## src/rtl/scdg_pkg.sv

```systemverilog
// Shared types and constants for the spatial category density grid.
`default_nettype none

package scdg_pkg;

  // Item kinds.
  localparam logic [1:0] KIND_RECENTER = 2'd0;
  localparam logic [1:0] KIND_ADD      = 2'd1;
  localparam logic [1:0] KIND_QUERY    = 2'd2;

  // Category code that carries no category.
  localparam logic [1:0] CAT_INVALID = 2'd3;
  localparam int         NUM_CATS    = 3;

  // Configuration register indexes.
  localparam logic [1:0] CFG_CAP_PASSIVE = 2'd0;
  localparam logic [1:0] CFG_CAP_HOSTILE = 2'd1;
  localparam logic [1:0] CFG_CAP_AMBIENT = 2'd2;
  localparam logic [1:0] CFG_CELL_LIMIT  = 2'd3;

  // Configuration reset values.
  localparam logic [15:0] CAP_PASSIVE_RST = 16'd70;
  localparam logic [15:0] CAP_HOSTILE_RST = 16'd70;
  localparam logic [15:0] CAP_AMBIENT_RST = 16'd15;
  localparam logic [7:0]  CELL_LIMIT_RST  = 8'd4;

  // Saturation points.
  localparam logic [7:0]  CELL_SAT  = 8'd255;
  localparam logic [15:0] TOTAL_SAT = 16'hFFFF;

  // Width of a world cell coordinate: Q23.8 position with the fraction dropped.
  localparam int COORD_W  = 24;
  localparam int ORIGIN_W = 20;

  // Front to back queue.
  localparam int QDEPTH = 2;
  localparam int QPW    = 1;
  localparam int QCW    = 2;

  typedef struct packed {
    logic [1:0]         kind;
    logic [1:0]         cat;
    logic [COORD_W-1:0] cell_x;
    logic [COORD_W-1:0] cell_z;
  } item_t;

  typedef enum logic [1:0] {
    BK_CLEAR,
    BK_IDLE,
    BK_ACCESS
  } back_state_t;

endpackage

`default_nettype wire

```

## src/rtl/scdg_queue.sv

```systemverilog
// Two-entry queue of classified items between the front and back ends.
`default_nettype none

module scdg_queue (
  input  wire logic       clk,
  input  wire logic       rst_n,
  input  wire logic       push,
  input  scdg_pkg::item_t push_item,
  output logic            full,
  input  wire logic       pop,
  output logic            not_empty,
  output scdg_pkg::item_t head
);
  import scdg_pkg::*;

  item_t            ent_r [QDEPTH];
  logic [QPW-1:0]   wr_ptr_r, wr_ptr_nxt;
  logic [QPW-1:0]   rd_ptr_r, rd_ptr_nxt;
  logic [QCW-1:0]   count_r, count_nxt;
  logic             do_push, do_pop;

  assign full      = (count_r == QCW'(QDEPTH));
  assign not_empty = (count_r != '0);
  assign head      = ent_r[rd_ptr_r];
  assign do_push   = push && !full;
  assign do_pop    = pop && not_empty;

  always_comb begin
    wr_ptr_nxt = do_push ? wr_ptr_r + 1'b1 : wr_ptr_r;
    rd_ptr_nxt = do_pop ? rd_ptr_r + 1'b1 : rd_ptr_r;
    count_nxt  = count_r;
    if (do_push && !do_pop) begin
      count_nxt = count_r + 1'b1;
    end else if (do_pop && !do_push) begin
      count_nxt = count_r - 1'b1;
    end
  end

  always_ff @(posedge clk) begin
    if (!rst_n) begin
      wr_ptr_r <= '0;
      rd_ptr_r <= '0;
      count_r  <= '0;
    end else begin
      wr_ptr_r <= wr_ptr_nxt;
      rd_ptr_r <= rd_ptr_nxt;
      count_r  <= count_nxt;
    end
  end

  always_ff @(posedge clk) begin
    if (do_push) begin
      ent_r[wr_ptr_r] <= push_item;
    end
  end

endmodule

`default_nettype wire

```

## config.mk

```make
export PLATFORM = sky130hd
export DESIGN_NAME = scdg_queue
export DESIGN_NICKNAME = d
export VERILOG_FILES = /design/src/rtl/scdg_pkg.sv /design/src/rtl/scdg_queue.sv
export SDC_FILE = /design/constraint.sdc
export NUM_CORES = 1
export LEC_CHECK = 0
export BUFFER_PORTS_ARGS = -buffer_cell sky130_fd_sc_hd__buf_2
export CORE_MARGIN = 2
export CORE_UTILIZATION = 25
export DETAILED_ROUTE_END_ITERATION = 10
export GPL_TIMING_DRIVEN = 0
export PLACE_DENSITY_LB_ADDON = 0.2
export SYNTH_ARGS = -nofsm -noshare
export SYNTH_HDL_FRONTEND = slang
export SYNTH_SLANG_ARGS = --single-unit
```

## constraint.sdc

```tcl
create_clock -name clk -period 3.6 [get_ports clk]
set_clock_uncertainty 0.1 [all_clocks]
set_input_delay 0.36 -clock clk [delete_from_list [all_inputs] [get_ports clk]]
set_output_delay 0.36 -clock clk [all_outputs]
set_load 0.05 [all_outputs]
```

**Yosys cells after proc, flatten, opt, wreduce, memory -nomap -nowiden**

Memory sizes are Yosys's and may differ from the RTL's. A register that Yosys moved wholly into a read port is not among the register bits.
Index checks and enable logic that the tools add are counted.

- Flip-flop bits (word level): 4
- Memory bits (writable): 104
- Output and inout bits: 54
- Word-level logic and storage cells: 24
- Memories kept: 1

- Add/subtract/negate cells: 4
- Equality and inequality tests: 1
- Mux-type cells: 6
- Reduce and logical (&&, ||, !) cells: 9

Memory list:

| name | depth | bits a word | read ports | clocked after Yosys merged registers in | write ports | RTL line | source |
|---|---|---|---|---|---|---|---|
| ent_r | 2 | 52 | 1 | 1 | 1 | scdg_queue.sv:16 | `item_t ent_r [QDEPTH];` |

Operator list:

| cell | count |
|---|---|
| 1-bit logical AND | 4 |
| 1-bit 2-to-1 mux | 4 |
| 2-bit 2-to-1 mux | 2 |
| 2-bit nonzero test | 2 |
| 1-bit logical NOT | 3 |
| 1-bit adder (second input constant) | 2 |
| 2-bit by 1-bit adder with 2-bit output (second input constant) | 1 |
| 2-bit == test (second input constant) | 1 |
| 2-bit by 1-bit subtractor with 2-bit output (second input constant) | 1 |

**Longest topological paths before layout**

- Depth after elaboration: 7
- Gate-level depth with buffers: 7
- Gate-level depth less buffers: 7

**Least setup slack after synthesis**

No wires, ideal clock.

- Path type: reg-to-reg
- Start point: register count_r[0]
- End point: memory ent_r[0][0] (netlist bit) (enable)
- Arrival time: 2744 ps
- Slack: 302 ps
- Stages on the path, launching flop included: 4
- Path buffers: 0
- Period minus slack after synthesis: 3298 ps
- Cell sequence: dfxtp_1 -> nand2b_1 -> inv_2 -> nor3_2

- Longest elaborated chain between the ends: 5

RTL lines:

| item | RTL line | source |
|---|---|---|
| start: declaration | scdg_queue.sv:19 | `logic [QCW-1:0] count_r, count_nxt;` |
| start signal: assignment | scdg_queue.sv:47 | `count_r <= count_nxt;` |
| 2-bit == test | scdg_queue.sv:22 | `assign full = (count_r == QCW'(QDEPTH));` |
| named net full | scdg_queue.sv:9 | `output logic full,` |
| 1-bit logical NOT | scdg_queue.sv:25 | `assign do_push = push && !full;` |
| 1-bit logical AND | scdg_queue.sv:25 |  |
| 1-bit 2-to-1 mux | scdg_queue.sv:52 | `if (do_push) begin` |
| 1-bit 2-to-1 mux (implied by the code) | scdg_queue.sv:53 | `ent_r[wr_ptr_r] <= push_item;` |
| end: declaration | scdg_queue.sv:16 |  |

The timed path passes the listed nets, and every way through them passes these cells.

==> results.md <==
* Final net count at 368
* Post-synth EDFFs at 104
* Final Cell Area at 5220 µm²
* Share of cells above drive strength 1 at 60.1%
* Final ANT Viol Nets at 0
* Setup ws final at approximately 1.5 ns
* Hpwl dp at 4880 µm
* First-pass GRT wire length at 10900 µm
* Synth Warn # at 0
* Worst path required time at 3.14 ns
* Num Clock Sinks at 109
* Mapped Cells at 187
* CTS max path bufs at 2
* Achievable Freq at approximately 0.47 GHz
* Critical path startpoint category: register
* Critical Path End Type: output port
* Total placed instance area at 4900 µm²
* Asr flop ratio synth at 0%
* Ys flop type: edfxtp_1
* Setup_tns at 0 ns
* Largest fanout on the critical path at 10
* Crit-path max cell delay at 0.36 ns
* DRT Wirelength at 7380 µm
* Area grow syn2layout at 30.8%
* Top-area cell type share of the netlist area at 78.3%
* Critical Path, Cell by Cell: buf_2 > buf_4 > mux2_2 > buf_2
* Clock latency on the worst-skew pair at between 0.3 and 0.4 ns
* Yosys reg bits at 109
* Pre-CTS setup slack at between 1.5 and 2 ns
* HP Start: push_item[35]
* Hold path depth at 1
* Total number of vias at 2076
* Final hold vios at 0
* Fillcell total at 1569
* Setup bufs post-CTS at 0
* Actual slew at the worst max-slew pin at 0.642 ns
* Top cells by area, synth: edfxtp_1 78%, mux2_2 15%, dfxtp_1 2.5%
* Crit path DAT at 1.65 ns
* Setup CP Type: reg2out
* Post-synthesis area per instance at approximately 21 µm²
* Vias in the first global route at 2093
* Min-delay worst type: in2reg
* GRT Util Overall at 9.00%
* FF-to-FF Start: count_r[0]$_SDFFE_PN0P_
* Clock Pin Slew Worst Setup and Hold Paths at 0.07 ns
* Top cells by count, synth: 104 x edfxtp_1, 52 x mux2_2, 5 x buf_4, 5 x dfxtp_1, 3 x and2_1
* Power Dens Cells at 813 nW/µm²
* CTS root buf: clkbuf_16
* Grt total ovfl at 0
* Vias per cell at 3.90
* Final setup violating endpoints at 0
* Final Max Slew Viols at 0
* RSZ-0062 raised after global routing: false
* 1st-iter DRT viols at 82
* Final Critical Period at 2.11 ns
* Yosys top cell by area: edfxtp_1
* # diodes at 0
* Hold-fix buffers at CTS at 0
* Most common cell in the netlist: edfxtp_1
* Num CTS Buffers at 9
* Site Rows at 46
* Placeable core region at about 16000 µm²
* Status: completed
* Maximum VDD drop at 0.410 mV
* Cts repair resizes at 0
* DRC at 0
* Rel. slew slack at 57.2%
* TritonRoute pass-1 iters at 3
* Sequential area share after synthesis at 80.8%
* IO buf count at 109
* Yosys cell types at 22
* Top cell by count, worst path: buf_2
* WL/cell at 13.9 µm
* Worst path slowest cell: mux2_2
* Placer congestion estimate at 0.619
* IO Count at 110
* Finished Layout Cells at about 530
* Die extent in y at 130 µm
* Final Cycle Share at 58.7%
* Die area at 17000 µm²
* R2R depth at 3
* Initial antenna violation count at 0
* Max_cap viols at 0
* Worst R2R Setup Slack at 1.65 ns
* Syn_nets at 244
* Post-Synthesis Cell Area at 3990 µm²
* Worst Hold End: ent_r[0][35]$_DFFE_PP_
* Reg2reg end: ent_r[1][24]$_DFFE_PP_
* H-Tree Level Count at 3
* Pin count of the biggest net entering global routing at 30
* CTS tree: yes
* Die width at 130 µm
* Static leakage at 1.92 nW
* Cells after DPL at 516
* Starting Density at 25.4%
## layout by cell type, fill, tap and decap left out, types with 2 or more instances in the layout
| cell | instances |
|---|---|
| buf_2 | 110 |
| edfxtp_1 | 104 |
| mux2_2 | 52 |
| clkbuf_16 | 9 |
| buf_4 | 5 |
| dfxtp_1 | 5 |
| and2_1 | 3 |
| xnor2_1 | 2 |
| bufinv_16 | 2 |
| clkinv_2 | 2 |
| buf_16 | 2 |
## area by class of cell
type / count / area [µm²] / area share, %
buffer: 6 / 42.5 / 0.816
sequential: 109 / 3220 / 61.8
multi-input combinational: 70 / 722 / 13.8
timing repair buffer: 113 / 636 / 12.2
clock buffer: 9 / 225 / 4.32
clock inverter: 7 / 90.1 / 1.73
tap: 216 / 270 / 5.18
inverter: 2 / 7.51 / 0.144
## logic make-up after synthesis
kind of cell,after synthesis,synth area share [%]
AO/OA/AOI/OAI,5,0.816
XOR/XNOR,3,0.659
adder cells (fa/ha/maj),1,0.314
buffers and inverters,8,1.25
flip-flops,109,80.8
multiplexers,52,14.7
AND/OR/NAND/NOR,9,1.44
## metal layers
metal | global-route usage [%] | part of all wire (%) | vias to the layer above
met5 | 0 | 0 | -
met1 | 10.5 | 42 | 1021
met4 | 5.69 | 2.5 | 0
met3 | 2.99 | 6.1 | 11
met2 | 14.3 | 49 | 62
li1 | - | - | 982
## worst max-delay path, delay by kind of cell (launching register included)
kind                   cells  cell delay (ns)
DFF                        1             0.30
buffers and inverters      3             0.65
muxes                      1             0.36
## how the worst max path moves through the flow
stage / startpoint / endpoint / cells after the start
6_report: register / head[40] / 4
5_1_grt: register / head[40] / 4
4_1_cts: register / head[22] / 4
3_5_place_dp: count_r[0]$_SDFFE_PN0P_ / ent_r[1][24]$_DFFE_PP_ / 3
3_3_place_gp: count_r[0]$_SDFFE_PN0P_ / ent_r[0][29]$_DFFE_PP_ / 3
2_1_floorplan: count_r[0]$_SDFFE_PN0P_ / ent_r[0][0]$_DFFE_PP_ / 3
## power by group
part           switching (mW)  internal (mW)  total (mW)
clock                   0.434          0.606        1.04
sequential             0.0441           1.59        1.64
combinational            1.10          0.471        1.57
total                    1.57           2.67        4.24
## stage by stage
step	hold WS (ns)	power, mW	util (%)
after detailed placement	0.442	3.26	31.2
after global placement	0.398	3.21	30.6
after global routing	0.0798	4.44	33.2
after CTS	0.0738	4.33	33.2
final	0.0971	4.24	33.2
after floorplan	0.359	2.86	-
## sequential cells by signal, summed over array words and instances, names as in the netlist, named ones only
name / count
wr_ptr_r: 1
ent_r: 104
rd_ptr_r: 1
count_r: 2
Power figures use the tool's default switching activity.
