--- src/rtl/scdg_pkg.sv ---
// Shared types and constants for the spatial category density grid.
`default_nettype none

package scdg_pkg;

  // Item kinds.
  localparam logic [1:0] KIND_RECENTER = 2'd0;
  localparam logic [1:0] KIND_ADD      = 2'd1;
  localparam logic [1:0] KIND_QUERY    = 2'd2;

  // Category code that carries no category.
  localparam logic [1:0] CAT_INVALID = 2'd3;
  localparam int         NUM_CATS    = 3;

  // Configuration register indexes.
  localparam logic [1:0] CFG_CAP_PASSIVE = 2'd0;
  localparam logic [1:0] CFG_CAP_HOSTILE = 2'd1;
  localparam logic [1:0] CFG_CAP_AMBIENT = 2'd2;
  localparam logic [1:0] CFG_CELL_LIMIT  = 2'd3;

  // Configuration reset values.
  localparam logic [15:0] CAP_PASSIVE_RST = 16'd70;
  localparam logic [15:0] CAP_HOSTILE_RST = 16'd70;
  localparam logic [15:0] CAP_AMBIENT_RST = 16'd15;
  localparam logic [7:0]  CELL_LIMIT_RST  = 8'd4;

  // Saturation points.
  localparam logic [7:0]  CELL_SAT  = 8'd255;
  localparam logic [15:0] TOTAL_SAT = 16'hFFFF;

  // Width of a world cell coordinate: Q23.8 position with the fraction dropped.
  localparam int COORD_W  = 24;
  localparam int ORIGIN_W = 20;

  // Front to back queue.
  localparam int QDEPTH = 2;
  localparam int QPW    = 1;
  localparam int QCW    = 2;

  typedef struct packed {
    logic [1:0]         kind;
    logic [1:0]         cat;
    logic [COORD_W-1:0] cell_x;
    logic [COORD_W-1:0] cell_z;
  } item_t;

  typedef enum logic [1:0] {
    BK_CLEAR,
    BK_IDLE,
    BK_ACCESS
  } back_state_t;

endpackage

`default_nettype wire

--- src/rtl/scdg_front.sv ---
// Front end: accepts items, drops those without effect and computes cell coordinates.
`default_nettype none

module scdg_front #(
  parameter int CELL_SIZE = 16
) (
  input  wire logic                 clk,
  input  wire logic                 rst_n,
  input  wire logic                 in_valid,
  output logic                      in_stall,
  input  wire logic [1:0]           in_kind,
  input  wire logic [1:0]           in_category,
  input  wire logic signed [31:0]   in_x_pos,
  input  wire logic signed [31:0]   in_z_pos,
  input  wire logic                 in_alive,
  input  wire logic                 hold,
  input  wire logic                 q_full,
  output logic                      q_push,
  output scdg_pkg::item_t           q_item
);
  import scdg_pkg::*;

  // floor(2^32 / CELL_SIZE); the estimate below is exact or one short.
  localparam logic [63:0] RECIP_W = (64'd1 << 32) / 64'(CELL_SIZE);
  localparam logic [32:0] RECIP   = RECIP_W[32:0];

  logic [31:0]  pos [2];
  logic         lane_neg [2];
  logic [22:0]  lane_u [2];
  logic [55:0]  lane_prod [2];

  logic         a_valid_r, a_valid_nxt;
  logic [1:0]   a_kind_r, a_cat_r;
  logic         a_neg_r [2];
  logic [22:0]  a_u_r [2];
  logic [22:0]  a_qe_r [2];

  logic [23:0]  lane_diff [2];
  logic [22:0]  lane_q [2];
  logic [23:0]  lane_cell [2];

  logic accept, keep;

  assign pos[0] = in_x_pos;
  assign pos[1] = in_z_pos;

  assign q_push   = a_valid_r && !q_full;
  assign in_stall = hold || (a_valid_r && q_full);
  assign accept   = in_valid && !in_stall;

  // Adds of dead items or of no category and kind three never reach the back end.
  assign keep = (in_kind == KIND_RECENTER) || (in_kind == KIND_QUERY) ||
                ((in_kind == KIND_ADD) && in_alive && (in_category != CAT_INVALID));

  // Floor by 256 is the arithmetic shift; a negative value is folded with ~
  // so that floor(a / C) = ~floor(~a / C) works on a non-negative numerator.
  always_comb begin
    for (int i = 0; i < 2; i++) begin
      lane_neg[i]  = pos[i][31];
      lane_u[i]    = lane_neg[i] ? ~pos[i][30:8] : pos[i][30:8];
      lane_prod[i] = 56'(lane_u[i]) * 56'(RECIP);
    end
  end

  always_comb begin
    for (int i = 0; i < 2; i++) begin
      lane_diff[i] = 24'(a_u_r[i]) - 24'(32'(a_qe_r[i]) * 32'(CELL_SIZE));
      lane_q[i]    = (lane_diff[i] >= 24'(CELL_SIZE)) ? a_qe_r[i] + 23'd1 : a_qe_r[i];
      lane_cell[i] = a_neg_r[i] ? ~{1'b0, lane_q[i]} : {1'b0, lane_q[i]};
    end
  end

  assign q_item.kind   = a_kind_r;
  assign q_item.cat    = a_cat_r;
  assign q_item.cell_x = lane_cell[0];
  assign q_item.cell_z = lane_cell[1];

  always_comb begin
    a_valid_nxt = a_valid_r;
    if (accept && keep) begin
      a_valid_nxt = 1'b1;
    end else if (q_push) begin
      a_valid_nxt = 1'b0;
    end
  end

  always_ff @(posedge clk) begin
    if (!rst_n) begin
      a_valid_r <= 1'b0;
    end else begin
      a_valid_r <= a_valid_nxt;
    end
  end

  always_ff @(posedge clk) begin
    if (accept && keep) begin
      a_kind_r <= in_kind;
      a_cat_r  <= in_category;
      for (int i = 0; i < 2; i++) begin
        a_neg_r[i] <= lane_neg[i];
        a_u_r[i]   <= lane_u[i];
        a_qe_r[i]  <= lane_prod[i][54:32];
      end
    end
  end

endmodule

`default_nettype wire

--- config.mk ---
export PLATFORM = sky130hd
export DESIGN_NAME = scdg_front
export DESIGN_NICKNAME = d
export VERILOG_FILES = /design/src/rtl/scdg_pkg.sv /design/src/rtl/scdg_front.sv
export SDC_FILE = /design/constraint.sdc
export NUM_CORES = 1
export LEC_CHECK = 0
export BUFFER_PORTS_ARGS = -buffer_cell sky130_fd_sc_hd__buf_2
export CAP_MARGIN = 20
export CORE_MARGIN = 8
export CORE_UTILIZATION = 40
export CTS_BUF_LIST = sky130_fd_sc_hd__clkbuf_16
export CTS_CLUSTER_SIZE = 8
export DETAILED_ROUTE_END_ITERATION = 10
export PLACE_DENSITY = 0.77
export SKIP_CTS_REPAIR_TIMING = 1
export SYNTH_ARGS = -nofsm -noshare
export SYNTH_HDL_FRONTEND = slang
export SYNTH_SLANG_ARGS = --single-unit
--- constraint.sdc ---
create_clock -name clk -period 2.89 [get_ports clk]
set_input_delay 0.1445 -clock clk [delete_from_list [all_inputs] [get_ports clk]]
set_output_delay 0.1445 -clock clk [all_outputs]
set_load 0.05 [all_outputs]
=== Word level (Yosys, flattened, before mapping) ===
Memories as Yosys holds them, arrays and structs flattened.
Cells that the tools add are included.

* Add/subtract/negate cells: 4
* Order comparisons: 2
* Equal/unequal tests: 3
* Mux-type cells: 10
* Bitwise logic cells: 4
* Reduce and logical (&&, ||, !) cells: 13

{| class="wikitable"
|+ Operator list
! operator !! number
|-
| $mux 23 || 4
|-
| $ge 24x5->1 const B || 2
|-
| $mux 24 || 2
|-
| $not 23->24 || 2
|-
| $sub 23x24->24 || 2
|-
| $add 23x1->23 const B || 2
|-
| $not 23->23 || 2
|-
| $logic_and 1x1->1 || 6
|-
| $mux 1 || 4
|-
| $logic_or 1x1->1 || 3
|-
| $eq 2x1->1 const B || 1
|-
| $eq 2x2->1 const B || 1
|-
| $logic_not 1->1 || 2
|-
| $logic_not 2->1 || 1
|-
| $ne 2x2->1 const B || 1
|-
| $reduce_bool 2->1 || 1
|}

* Register bits after elaboration: 5
* Memory bits (writable): 86
* Input port bits: 74
* Output and inout bits: 54
* Word-level logic and storage cells: 42
* Memories kept: 3

{| class="wikitable"
|+ Memories
! name !! words !! width !! read ports !! clocked after memory_dff !! write ports !! RTL line !! text
|-
| a_u_r || 2 || 23 || 2 || 0 || 2 || scdg_front.sv:35 || <nowiki>logic [22:0] a_u_r [2];</nowiki>
|-
| a_qe_r || 2 || 19 || 2 || 0 || 2 || scdg_front.sv:36 || <nowiki>logic [22:0] a_qe_r [2];</nowiki>
|-
| a_neg_r || 2 || 1 || 2 || 0 || 2 || scdg_front.sv:34 || <nowiki>logic a_neg_r [2];</nowiki>
|}

=== Depth between registers and ports, before layout ===
Gate-level depths: netlist (run 1).

* Word-level depth: 7
* Mapped depth: 3

=== Least setup slack after synthesis (run 1) ===
OpenSTA, ideal clock, no wires.

* Kind: flip-flop to flip-flop
* Start: register a_valid_r
* End: register a_cat_r[0] (enable)
* Arrival time: 2593 ps
* Data required time: 2430 ps
* Slack: -163 ps
* Cell stages (with the launch flop): 4
* Path buffers: 0
* Clock period less this slack: 3053 ps
* Cell sequence: dfxtp_1 nand2_1 nand2_1 a21oi_1

* Cells in the longest elaborated chain, start to end: 5

{| class="wikitable"
|+ Ends and longest elaborated chain
! element !! RTL line !! text
|-
| start: declaration || scdg_front.sv:32 || <nowiki>logic a_valid_r, a_valid_nxt;</nowiki>
|-
| start signal: assignment || scdg_front.sv:91 || <nowiki>a_valid_r <= a_valid_nxt;</nowiki>
|-
| $logic_and 1x1->1 || scdg_front.sv:48 || <nowiki>assign in_stall = hold || (a_valid_r && q_full);</nowiki>
|-
| $logic_or 1x1->1 || scdg_front.sv:48 ||
|-
| $logic_not 1->1 || scdg_front.sv:49 || <nowiki>assign accept = in_valid && !in_stall;</nowiki>
|-
| $logic_and 1x1->1 || scdg_front.sv:49 ||
|-
| $logic_and 1x1->1 || scdg_front.sv:96 || <nowiki>if (accept && keep) begin</nowiki>
|-
| end signal: assignment || scdg_front.sv:98 || <nowiki>a_cat_r <= in_category;</nowiki>
|-
| end: declaration || scdg_front.sv:33 || <nowiki>logic [1:0] a_kind_r, a_cat_r;</nowiki>
|}

No other way between the ends.
A chain may end at the register's enable or synchronous reset.

==> impl_metrics.xml, run 1 <==
<?xml version="1.0" encoding="UTF-8"?>
<metrics>
  <group name="place">
    <metric name="dp.cells" unit="">309</metric>
    <metric name="dp_slack" unit="ns">1.21</metric>
    <metric name="dpl.hpwl" unit="mm">3.42</metric>
    <metric name="dpl-instance-area" unit="µm²">2710</metric>
    <metric name="place_congestion" unit="">0.730</metric>
    <metric name="io_buffer_count" unit="">103</metric>
  </group>
  <group name="critical_path">
    <metric name="cp.required" unit="ns">2.75</metric>
    <metric name="cell_breakdown_of_the_critical_path" unit="">xor2_1, buf_2</metric>
    <metric name="reg2reg_depth" unit="">4</metric>
    <metric name="worst-endpoint-arrival" unit="ns">1.76</metric>
    <metric name="cp_slowest_cell" unit="">sky130_fd_sc_hd__edfxtp_1</metric>
    <metric name="timing.setup.critical_path_class" unit="">flop to output pin</metric>
    <metric name="critical_path_peak_fanout" unit="">24</metric>
    <metric name="kind_of_start_point_of_the_critical_path" unit="">flop</metric>
    <metric name="worst_setup_path_end_kind" unit="">output pin</metric>
    <metric name="critical-path-max-stage-delay" unit="ns">0.99</metric>
  </group>
  <group name="synthesis">
    <metric name="netlist.top_cell.by_area" unit="">sky130_fd_sc_hd__edfxtp_1</metric>
    <metric name="postSynthRegisterBits" unit="">45</metric>
    <metric name="synthesis.nets" unit="">222</metric>
    <metric name="netlist_area" unit="µm²">2250</metric>
    <metric name="synth.yosys.seq_area_share" unit="%">59.5</metric>
    <metric name="synth_top_cells_by_area" unit="">sky130_fd_sc_hd__edfxtp_1 59%, sky130_fd_sc_hd__xor2_1 30%, sky130_fd_sc_hd__buf_12 3.6%</metric>
    <metric name="syn_area_per_cell" unit="µm²">15.2</metric>
    <metric name="yosysTopAreaCellShare" unit="%">58.6</metric>
    <metric name="netlist_instances" unit="">148</metric>
    <metric name="synthDistinctLibCells" unit="">14</metric>
    <metric name="ys.warnings.count" unit="">0</metric>
  </group>
  <group name="power">
    <metric name="internal_power" unit="mW">1.16</metric>
    <metric name="static-leakage-power" unit="nW">1.25</metric>
    <metric name="power.switching" unit="mW">0.463</metric>
    <metric name="netSwitchingFraction" unit="%">28.5</metric>
    <metric name="worst_ir_drop_vdd" unit="mV">0.214</metric>
    <metric name="power.share.combinational" unit="%">20.9</metric>
    <metric name="power.sequential.fraction" unit="%">47.6</metric>
    <metric name="total_power" unit="mW">1.62</metric>
    <metric name="power_density" unit="nW/µm²">570</metric>
    <metric name="share_clk_of_total_power" unit="%">31.4</metric>
  </group>
  <group name="drt">
    <metric name="drt_pre_antenna_iters" unit="">2</metric>
    <metric name="dr.first_iter.drc_count" unit="">23</metric>
    <metric name="postRouteAntennaNets" unit="">0</metric>
    <metric name="wl_per_cell" unit="µm">13.6</metric>
    <metric name="routed_via_density" unit="">4.20</metric>
    <metric name="wirelength" unit="mm">4.29</metric>
    <metric name="vias" unit="">1327</metric>
    <metric name="post-route-drc-count" unit="">0</metric>
  </group>
  <group name="cells_and_area">
    <metric name="fin_area" unit="µm²">2850</metric>
    <metric name="layout_commonest_cell" unit="">sky130_fd_sc_hd__buf_2</metric>
    <metric name="design.final.nets" unit="">318</metric>
    <metric name="mostFrequentLayoutCells" unit="">103 x sky130_fd_sc_hd__buf_2, 76 x sky130_fd_sc_hd__xor2_1, 44 x sky130_fd_sc_hd__edfxtp_1, 5 x sky130_fd_sc_hd__clkbuf_16, 3 x sky130_fd_sc_hd__nand2_1</metric>
    <metric name="n_antenna_cell" unit="">0</metric>
    <metric name="final_cells" unit="">316</metric>
    <metric name="syn_to_final_growth" unit="%">26.2</metric>
    <metric name="layout-drive-gt1-share" unit="%">45.9</metric>
  </group>
  <group name="sta">
    <metric name="timing_worst_slew_pin_value" unit="ns">0.980</metric>
    <metric name="rsz0062_at_grt" unit="">false</metric>
    <metric name="slew_headroom" unit="%">34.6</metric>
    <metric name="skew" unit="ns">0.00203</metric>
    <metric name="worst_setup_margin" unit="ns">0.984</metric>
    <metric name="fmax" unit="MHz">525</metric>
    <metric name="final_setup_violation_count" unit="">0</metric>
    <metric name="finalHoldViolCount" unit="">0</metric>
    <metric name="setup_total_negative_slack" unit="ns">0</metric>
    <metric name="timing.final.max_slew_violations" unit="">0</metric>
    <metric name="post-route-min-period" unit="ns">1.91</metric>
    <metric name="finalCritPeriodShare" unit="%">66.0</metric>
  </group>
  <group name="clocking">
    <metric name="clkLatencyLatePin" unit="ns">0.27</metric>
    <metric name="cts-root-buf" unit="">sky130_fd_sc_hd__clkbuf_16</metric>
    <metric name="clkSlewWorstSetupHoldPaths" unit="ns">0.05</metric>
    <metric name="clock_tree.htree_level_count" unit="">2</metric>
    <metric name="tritoncts_num_sinks" unit="">45</metric>
    <metric name="cts_made_buffers" unit="">5</metric>
    <metric name="clock_tree.buffer_depth" unit="">2</metric>
    <metric name="cts_tree" unit="">yes</metric>
  </group>
  <group name="global_route">
    <metric name="grt_start_max_net_pins" unit="">25</metric>
    <metric name="grt_pass1_wl" unit="mm">6.80</metric>
    <metric name="grt_antenna_before_repair" unit="">0</metric>
    <metric name="grt_pass1_vias" unit="">1394</metric>
    <metric name="overflow" unit="">0</metric>
    <metric name="track_usage" unit="%">10.2</metric>
  </group>
  <group name="floorplan">
    <metric name="row_count" unit="">27</metric>
    <metric name="fp.dieH" unit="µm">91.1</metric>
    <metric name="core_area" unit="µm²">5470</metric>
    <metric name="start_util" unit="%">41.2</metric>
    <metric name="ioPinCount" unit="">128</metric>
    <metric name="die_area" unit="µm²">8290</metric>
    <metric name="chipWidth" unit="µm">91.1</metric>
  </group>
  <group name="min_path">
    <metric name="timing.hold.worst.class" unit="">input port to flop</metric>
    <metric name="holdPathStages" unit="">1</metric>
  </group>
  <group name="run">
    <metric name="drv_cap" unit="">0</metric>
  </group>
  <group name="status">
    <metric name="run_status" unit="">finished, final reports clean</metric>
  </group>
</metrics>
-- final cells by class --
type / count / area (µm²)
fill: 491 / 2630
sequential: 45 / 1340
multi-input combinational: 86 / 736
timing repair buffer: 105 / 543
clock buffer: 5 / 125
tap: 72 / 90.1
clock inverter: 2 / 7.51
inverter: 1 / 3.75
-- synth_stat cells --
master                     instances
sky130_fd_sc_hd__xor2_1           76
sky130_fd_sc_hd__nor2b_2           1
sky130_fd_sc_hd__nor2b_1           1
sky130_fd_sc_hd__buf_6             4
sky130_fd_sc_hd__nand2_1           3
sky130_fd_sc_hd__dfxtp_1           1
sky130_fd_sc_hd__a311oi_1          1
sky130_fd_sc_hd__buf_4             8
sky130_fd_sc_hd__buf_12            4
sky130_fd_sc_hd__edfxtp_1         44
sky130_fd_sc_hd__nand3b_1          1
sky130_fd_sc_hd__a21oi_1           2
sky130_fd_sc_hd__inv_1             1
sky130_fd_sc_hd__nand2b_1          1
-- final timing paths --
path                      startpoint                      to  slack (ns)
max          a_neg_r[0][1]$_DFFE_PP_              q_item[12]        0.98
min                       in_kind[1]   a_kind_r[1]$_DFFE_PP_        0.06
max reg2reg   a_valid_r$_SDFFE_PN0P_   a_u_r[0][5]$_DFFE_PP_        1.23
min reg2reg   a_valid_r$_SDFFE_PN0P_  a_valid_r$_SDFFE_PN0P_        0.55
-- cells by family after synthesis --
| kind of cell | after synthesis | share of synthesized area (%) |
|---|---|---|
| AO/OA/AOI/OAI | 3 | 0.832 |
| XOR/XNOR | 76 | 29.5 |
| buffers and inverters | 17 | 8.38 |
| flip-flops | 45 | 59.5 |
| AND/OR/NAND/NOR | 7 | 1.78 |
-- sequential cells by signal, indices dropped and copies added (netlist names) --
name	count
a_cat_r	2
a_kind_r	2
a_neg_r	2
a_u_r	38
a_valid_r	1
-- worst max-delay path: cells and delay by family (launching register included) --
family / cells / cell delay, ns
buffers and inverters: 1 / 0.29
DFF: 1 / 0.99
xor gates and xnor gates: 1 / 0.20
-- power groups by stage --
stage | clock [mW] | combinational, mW | sequential, mW
2_1_floorplan | 0 | 0.256 | 0.791
6_report | 0.510 | 0.340 | 0.773
4_1_cts | 0.527 | 0.345 | 0.774
3_3_place_gp | 0 | 0.340 | 0.786
5_1_grt | 0.555 | 0.361 | 0.777
3_5_place_dp | 0 | 0.344 | 0.787
-- per-stage QoR --
| step | util (%) | hold WS, ns |
|---|---|---|
| floorplan | - | 0.243 |
| global placement | 49.6 | 0.332 |
| global route | 52.0 | 0.0438 |
| CTS | 52.0 | 0.0490 |
| detailed placement | 49.6 | 0.339 |
| finish | 52.0 | 0.0581 |
-- layer usage --
metal	vias up	track usage, %	part of all wire, %
li1	670	-	-
met1	589	9.95	38
met2	62	18.1	51
met3	6	5.60	9.9
met4	0	3.27	0.98
met5	-	0	0
(Power assumes the default switching activity.)
==> run 2: changes to the inputs <==
Settings changed: CORE_UTILIZATION 40 to 44, PLACE_DENSITY 0.77 to 0.8.
Clock period 2.89 ns to 2 ns, I/O delays scaled along.
==> run 2 against run 1 <==
Compared with the run above:
- register-to-register slack worse by 0.50 ns
- worst setup slack lost 0.66 ns
- clock power rose by 46%
- cell count up 0.32%
- critical path depth grew 1
- final area grew 0.70%
- clock skew grew 0.0020 ns
- combinational power is 47% higher
- critical endpoint is now q_item[6]
==> impl_metrics.xml, run 2 (synthesis gave the netlist of run 1 again) <==
<?xml version="1.0" encoding="UTF-8"?>
<metrics>
  <group name="clocking">
    <metric name="cts_tree" unit="">yes</metric>
    <metric name="cts_made_buffers" unit="">5</metric>
    <metric name="tritoncts_num_sinks" unit="">45</metric>
    <metric name="clkSlewWorstSetupHoldPaths" unit="ns">0.06</metric>
    <metric name="cts-root-buf" unit="">sky130_fd_sc_hd__clkbuf_16</metric>
    <metric name="clkLatencyLatePin" unit="ns">0.28</metric>
    <metric name="clock_tree.htree_level_count" unit="">2</metric>
    <metric name="clock_tree.buffer_depth" unit="">2</metric>
  </group>
  <group name="sta">
    <metric name="skew" unit="ns">0.00401</metric>
    <metric name="final_setup_violation_count" unit="">0</metric>
    <metric name="setup_total_negative_slack" unit="ns">0</metric>
    <metric name="timing.final.max_slew_violations" unit="">0</metric>
    <metric name="finalHoldViolCount" unit="">0</metric>
    <metric name="timing_worst_slew_pin_value" unit="ns">0.530</metric>
    <metric name="fmax" unit="MHz">598</metric>
    <metric name="post-route-min-period" unit="ns">1.67</metric>
    <metric name="rsz0062_at_grt" unit="">false</metric>
    <metric name="finalCritPeriodShare" unit="%">83.7</metric>
    <metric name="worst_setup_margin" unit="ns">0.327</metric>
    <metric name="slew_headroom" unit="%">64.6</metric>
  </group>
  <group name="floorplan">
    <metric name="chipWidth" unit="µm">87.6</metric>
    <metric name="ioPinCount" unit="">128</metric>
    <metric name="row_count" unit="">26</metric>
    <metric name="core_area" unit="µm²">5040</metric>
    <metric name="start_util" unit="%">44.7</metric>
    <metric name="fp.dieH" unit="µm">87.6</metric>
    <metric name="die_area" unit="µm²">7670</metric>
  </group>
  <group name="power">
    <metric name="static-leakage-power" unit="nW">1.27</metric>
    <metric name="worst_ir_drop_vdd" unit="mV">0.604</metric>
    <metric name="power_density" unit="nW/µm²">822</metric>
  </group>
  <group name="drt">
    <metric name="vias" unit="">1306</metric>
    <metric name="routed_via_density" unit="">4.12</metric>
    <metric name="post-route-drc-count" unit="">0</metric>
    <metric name="dr.first_iter.drc_count" unit="">50</metric>
    <metric name="wirelength" unit="mm">4.36</metric>
    <metric name="wl_per_cell" unit="µm">13.8</metric>
    <metric name="drt_pre_antenna_iters" unit="">3</metric>
    <metric name="postRouteAntennaNets" unit="">0</metric>
  </group>
  <group name="cells_and_area">
    <metric name="layout-drive-gt1-share" unit="%">46.6</metric>
    <metric name="mostFrequentLayoutCells" unit="">103 x sky130_fd_sc_hd__buf_2, 76 x sky130_fd_sc_hd__xor2_1, 44 x sky130_fd_sc_hd__edfxtp_1, 5 x sky130_fd_sc_hd__clkbuf_16, 4 x sky130_fd_sc_hd__buf_4</metric>
    <metric name="filler_cell_count" unit="">442</metric>
    <metric name="syn_to_final_growth" unit="%">27.1</metric>
    <metric name="n_antenna_cell" unit="">0</metric>
    <metric name="layout_commonest_cell" unit="">sky130_fd_sc_hd__buf_2</metric>
    <metric name="largest_reg_flops" unit="">38</metric>
    <metric name="design.final.nets" unit="">321</metric>
    <metric name="regMostFlops" unit="">a_u_r</metric>
  </group>
  <group name="place">
    <metric name="place_congestion" unit="">0.694</metric>
    <metric name="dpl.hpwl" unit="mm">3.48</metric>
    <metric name="dp_slack" unit="ns">0.603</metric>
    <metric name="io_buffer_count" unit="">103</metric>
  </group>
  <group name="critical_path">
    <metric name="worst_setup_path_end_kind" unit="">output pin</metric>
    <metric name="timing.setup.critical_path_class" unit="">flop to output pin</metric>
    <metric name="cp-endpoint" unit="">q_item[6]</metric>
    <metric name="worst-endpoint-arrival" unit="ns">1.57</metric>
    <metric name="critical_path_peak_fanout" unit="">9</metric>
    <metric name="r2r_setup_slack" unit="ns">0.73</metric>
    <metric name="worstReg2RegStart" unit="">a_valid_r$_SDFFE_PN0P_</metric>
    <metric name="cp.required" unit="ns">1.90</metric>
    <metric name="r2r_end" unit="">a_u_r[0][21]$_DFFE_PP_</metric>
    <metric name="cp-startpoint" unit="">a_neg_r[0][1]$_DFFE_PP_</metric>
    <metric name="kind_of_start_point_of_the_critical_path" unit="">flop</metric>
    <metric name="reg2reg_depth" unit="">4</metric>
  </group>
  <group name="run">
    <metric name="drv_cap" unit="">0</metric>
  </group>
  <group name="min_path">
    <metric name="timing.hold.worst.class" unit="">input port to flop</metric>
  </group>
  <group name="status">
    <metric name="run_status" unit="">finished, final reports clean</metric>
  </group>
  <group name="global_route">
    <metric name="track_usage" unit="%">11.8</metric>
    <metric name="grt_start_max_net_pins" unit="">24</metric>
    <metric name="grt_pass1_wl" unit="mm">6.92</metric>
    <metric name="grt_pass1_vias" unit="">1451</metric>
    <metric name="grt_antenna_before_repair" unit="">0</metric>
    <metric name="overflow" unit="">0</metric>
  </group>
</metrics>
-- run 2: changes by cell type in the layout (fill, tap and decap cells not counted) --
cell / before / now
sky130_fd_sc_hd__buf_4: 1 / 4
-- run 2: cell type report --
type	count	area, µm²	area share, %
Clock inverter	2	7.51	0.262
Clock buffer	5	125	4.36
Timing Repair Buffer	108	566	19.7
Sequential cell	45	1340	46.8
Inverter	1	3.75	0.131
Multi-Input combinational cell	86	736	25.7
Tap cell	70	87.6	3.06
-- run 2: worst min path at each step --
stage / startpoint / depth (start not counted) / end / slack, ns
floorplan: in_category[0] / 0 / a_cat_r[0]$_DFFE_PP_ / 0.20
global placement: in_kind[1] / 1 / a_kind_r[1]$_DFFE_PP_ / 0.29
detailed placement: in_kind[1] / 1 / a_kind_r[1]$_DFFE_PP_ / 0.29
CTS: in_kind[1] / 1 / a_kind_r[1]$_DFFE_PP_ / 0.004
global route: in_category[0] / 1 / a_cat_r[0]$_DFFE_PP_ / 0.006
finish: in_kind[1] / 1 / a_kind_r[1]$_DFFE_PP_ / 0.01
-- run 2: worst max-delay path: stages (launching register included) --
cell                       delay [ns]
sky130_fd_sc_hd__edfxtp_1        0.60
sky130_fd_sc_hd__buf_4           0.26
sky130_fd_sc_hd__xor2_1          0.16
sky130_fd_sc_hd__buf_2           0.28
-- run 2: report_power, final --
part	internal (mW)	switching, mW	total (mW)
Clock	0.446	0.298	0.744
Combinational	0.138	0.361	0.499
Sequential	1.09	0.0181	1.11
-- run 2: stage by stage --
stage	std cells	utilization (%)	hold slack, ns	power [mW]	area, µm²
final	317	56.8	0.0103	2.36	2870
after global placement	310	54.2	0.288	1.63	2730
after global routing	317	56.8	0.00564	2.46	2870
after floorplan	148	-	0.199	1.51	2270
after CTS	317	56.8	0.00361	2.38	2870
after detailed placement	310	54.2	0.290	1.64	2730
-- run 2: per-layer routing --
layer	GRT usage, %	wire (µm)	vias up
met2	21.0	2400	43
met5	0	0	-
li1	-	-	675
met4	5.78	93	0
met1	12.0	1550	581
met3	3.94	315	7
